**src/hw/rtl/pffv_pkg.sv**
```systemverilog
// Shared types and constants for the pixel flame flicker validator.
package pffv_pkg;

  localparam int IDX_W       = 19;
  localparam int CH_W        = 8;
  localparam int AVG_W       = 16;
  localparam int AVG3_W      = 3 * AVG_W;
  localparam int SPR_W       = 17;
  localparam int WT_W        = 9;
  localparam int THR_W       = 17;
  localparam int SUM_W       = 34;
  localparam int CFG_ADDR_W  = 2;
  localparam int CFG_DATA_W  = 17;
  localparam int QUEUE_DEPTH = 4;

  localparam logic [WT_W-1:0]  ONE_FIX      = 9'd256;
  localparam logic [SPR_W-1:0] FLOOR_TARGET = 17'd2560;
  localparam logic [CH_W-1:0]  OVL_BLUE     = 8'hFF;

  // Configuration register indexes.
  typedef enum logic [CFG_ADDR_W-1:0] {
    REG_COLOR_WEIGHT,
    REG_SPREAD_WEIGHT,
    REG_SPREAD_THRESHOLD,
    REG_OVERLAY_ENABLE
  } cfg_reg_t;

  // How the back end treats a pixel.
  typedef enum logic [1:0] {
    CLS_PRIME,
    CLS_SKIP,
    CLS_FLAME,
    CLS_PLAIN
  } cls_t;

  typedef struct packed {
    logic [IDX_W-1:0] idx;
    logic [CH_W-1:0]  blue;
    logic [CH_W-1:0]  green;
    logic [CH_W-1:0]  red;
    cls_t             cls;
  } item_t;

  typedef struct packed {
    logic [WT_W-1:0]  color_weight;
    logic [WT_W-1:0]  spread_weight;
    logic [THR_W-1:0] spread_threshold;
    logic             overlay_enable;
  } cfg_t;

endpackage

```
**src/hw/rtl/pffv_queue.sv**
```systemverilog
// Short queue of classified pixels between the front and back ends.
module pffv_queue import pffv_pkg::*; (
  input  logic  clk,
  input  logic  rst,
  input  logic  push_valid,
  input  item_t push_item,
  output logic  full,
  input  logic  pop,
  output logic  pop_valid,
  output item_t pop_item
);

  localparam int PTR_W = $clog2(QUEUE_DEPTH);
  localparam int CNT_W = $clog2(QUEUE_DEPTH + 1);

  item_t             slots [QUEUE_DEPTH];
  logic [PTR_W-1:0]  wr_ptr;
  logic [PTR_W-1:0]  rd_ptr;
  logic [CNT_W-1:0]  count;

  assign full      = count == CNT_W'(QUEUE_DEPTH);
  assign pop_valid = count != '0;
  assign pop_item  = slots[rd_ptr];

  // Pointer and fill count.
  always_ff @(posedge clk) begin
    if (rst) begin
      wr_ptr <= '0;
      rd_ptr <= '0;
      count  <= '0;
    end else begin
      if (push_valid) begin
        wr_ptr <= wr_ptr + PTR_W'(1);
      end
      if (pop) begin
        rd_ptr <= rd_ptr + PTR_W'(1);
      end
      if (push_valid && !pop) begin
        count <= count + CNT_W'(1);
      end else if (pop && !push_valid) begin
        count <= count - CNT_W'(1);
      end
    end
  end

  // Storage.
  always_ff @(posedge clk) begin
    if (push_valid) begin
      slots[wr_ptr] <= push_item;
    end
  end

endmodule

```
**config.mk**
```make
export PLATFORM = sky130hd
export DESIGN_NAME = pffv_queue
export DESIGN_NICKNAME = d
export VERILOG_FILES = /design/src/hw/rtl/pffv_pkg.sv /design/src/hw/rtl/pffv_queue.sv
export SDC_FILE = /design/constraint.sdc
export NUM_CORES = 1
export LEC_CHECK = 0
export BUFFER_PORTS_ARGS = -buffer_cell sky130_fd_sc_hd__buf_2
export CORE_UTILIZATION = 50
export DETAILED_ROUTE_END_ITERATION = 8
export HOLD_SLACK_MARGIN = 0.05
export PLACE_DENSITY = 0.71
export SLEW_MARGIN = 20
export SYNTH_ARGS = -nofsm -noshare
export SYNTH_HDL_FRONTEND = slang
export SYNTH_SLANG_ARGS = --single-unit
```
**constraint.sdc**
```tcl
create_clock -name clk -period 3.3 [get_ports clk]
set_input_delay 0.165 -clock clk [delete_from_list [all_inputs] [get_ports clk]]
set_output_delay 0.165 -clock clk [all_outputs]
set_load 0.01 [all_outputs]
```
==> impl_metrics.tcl <==
set metrics [dict create \
    final.setup.worst_slack_ps 946.5 \
    grt_max_degree 46 \
    io_pins 96 \
    ir_drop_v 0.0003378 \
    syn_nets 334 \
    drive_above_1_share_pct 39.33 \
    cts-htree-levels 4 \
    synth-seq-cells 189 \
    grt_pass1_wl_mm 18.19 \
    drc 0 \
    fp.coreArea_um2 13450 \
    insertion_delay_ps 410 \
    cts_sinks 189 \
    tns_ps 0 \
    endpoint_kind "output port" \
    power_density_nw_per_um2 603.0 \
    die_area_um2 14440 \
    core.rowCount 42 \
    via_count 3287 \
    ys_types 22 \
    synth_top_area_share_pct 77.39 \
    timing_worst_slew_pin_value_ps 905.8 \
    fp.dieH_um 120.2 \
    grt_pass1_vias 3424 \
    gp_congestion 0.6726 \
    yosysTopAreaCell "edfxtp_1" \
    port_buffers 95 \
    root_buffer "clkbuf_16" \
    cts_setup_buffers 0 \
    via_per_inst 5.251 \
    grt_overflow 0 \
    antennaDiodeCount 0 \
    max_freq_mhz 424.9 \
    wire_per_inst_um 18.62 \
    dr.pass1.iters 4 \
    status "complete, no violations" \
    p_leak_nw 3.012 \
    cts_tree "done" \
    rsz0062_at_grt "false" \
    yosysWarningCount 0 \
    clk_pin_slew_ps 60 \
    min_period_over_period_pct 71.32 \
    hold_class "input pin to flop" \
    place_hpwl_mm 6.969 \
    skew_ps 4.067 \
    fillers 956 \
    synth_cells 279 \
    post-place-ws_ps 1310 \
    finalNonFillerCells 626 \
    fin_nets 492 \
    syn_area_um2 6984 \
    worstPathMaxFanout 45 \
    ys_seq_area_share_pct 79.97 \
    routed_wl_mm 11.66 \
    clockBufferDepth 2 \
    hold_ws_ps 74.30 \
    hold_viol 0 \
    area_delta_synth_final_pct 23.97 \
    critPathLaunchType "flop" \
    antenna_found_initial 0 \
    die_w_um 120.2 \
    finalCriticalPeriod_ps 2353 \
    first_iter_violations 208 \
    required_ps 3130 \
    crit_type "flop to output port" \
    slew_headroom_pct 39.62 \
    finalSetupViolations 0 \
    cts_buffers 17 \
    crit_arrival_ps 2190 \
    dp_cells 547 \
    gr-usage-all-layers_pct 17.55 \
    cts_resized 0 \
    avgSynthCellArea_um2 25.03 \
    ant_nets 0 \
    initial_core_util_pct 51.92 \
    fin_util_pct 64.36 \
    slew_violations 0 \
    maxCapViolations 0 \
    synth_area_leaders "edfxtp_1, mux4_2, dfxtp_1" \
]
## flip-flops by register name (all words and copies together), names as in the netlist, named ones only
| register | cells |
|---|---|
| count | 3 |
| wr_ptr | 2 |
| rd_ptr | 2 |
| slots | 180 |
## cell families after synthesis
kind of cell	after synthesis	synth area share [%]
compound gates	2	0.1432
simple gates	15	1.075
mux	47	15.07
fa+ha+maj	6	1.182
buf+inv	15	1.935
flops	189	79.97
xor+xnor	5	0.6271
## through the flow
step	instance area, um^2	power [mW]
2_1_floorplan	6984	3.158
6_report	8658	5.221
4_1_cts	8658	5.269
3_3_place_gp	7630	3.328
5_1_grt	8658	5.411
3_5_place_dp	7630	3.345
## per-layer routing
layer,track usage (%),up-vias,share of wire (%)
met4,6.875,0,1.2
met3,4.434,12,4.5
li1,-,1487,-
met2,27.73,86,50
met1,23.67,1702,45
met5,0,-,0
## worst max-delay path, stage by stage, from the launching register on
cell	delay [ps]
dfxtp_4	950
mux4_1	650
buf_2	150
## cells in the final DEF, fill, tap and decap left out, types with 5 or more instances in the layout
cell type,n
edfxtp_1,180
buf_2,95
dlygate4sd3_1,47
mux4_2,40
clkbuf_16,17
buf_4,8
nor2_1,7
dfxtp_1,7
mux4_1,5
ha_1,5
clkinv_2,5
## cell type report
cell class | count | area [um^2] | share of cell area (%)
clock inverters | 7 | 62.56 | 0.7225
flip-flops and latches | 189 | 5590 | 64.57
clock buffers | 25 | 495.5 | 5.723
inverters | 4 | 15.01 | 0.1734
repair buffers | 150 | 1006 | 11.62
well taps | 176 | 220.2 | 2.543
multi-input cells | 75 | 1269 | 14.65
## synth_stat cells
cell type,n
edfxtp_1,180
mux4_2,40
dfxtp_1,9
nor2_1,7
ha_1,5
mux4_1,5
and2_1,4
buf_12,4
buf_2,4
inv_1,4
xor2_1,3
mux2i_1,2
or3_1,2
xnor2_1,2
a21oi_1,1
buf_6,1
clkbuf_1,1
clkbuf_2,1
fa_1,1
nand2_1,1
nor3b_1,1
o21ai_0,1
## path summary, 6_finish.rpt
path | slack (ps) | cells after the start | to | start
worst min-delay path | 70 | 3 | rd_ptr[0]$_SDFFE_PP0P_ | pop
worst min register to register | 500 | 2 | count[2]$_SDFFE_PP0P_ | count[2]$_SDFFE_PP0P_
worst max-delay path | 950 | 2 | pop_item[31] | flop
worst max register to register | 1410 | 4 | slots[1][8]$_DFFE_PP_ | wr_ptr[1]$_SDFFE_PP0P_
## timing repair
item / in CTS / in global routing
endpoints found under the hold margin: 189 / 0
endpoints found under the setup margin: 0 / 0
hold buffers: 47 / 0
## where the power goes
| part | leakage (nW) | internal [mW] | switching, mW |
|---|---|---|---|
| Combinational | 1.01 | 0.269 | 0.239 |
| Clock | 0.277 | 1.11 | 0.778 |
| Sequential | 1.73 | 2.75 | 0.0675 |
| Total | 3.01 | 4.14 | 1.09 |
Note: power is estimated with default switching activity, not from simulation.
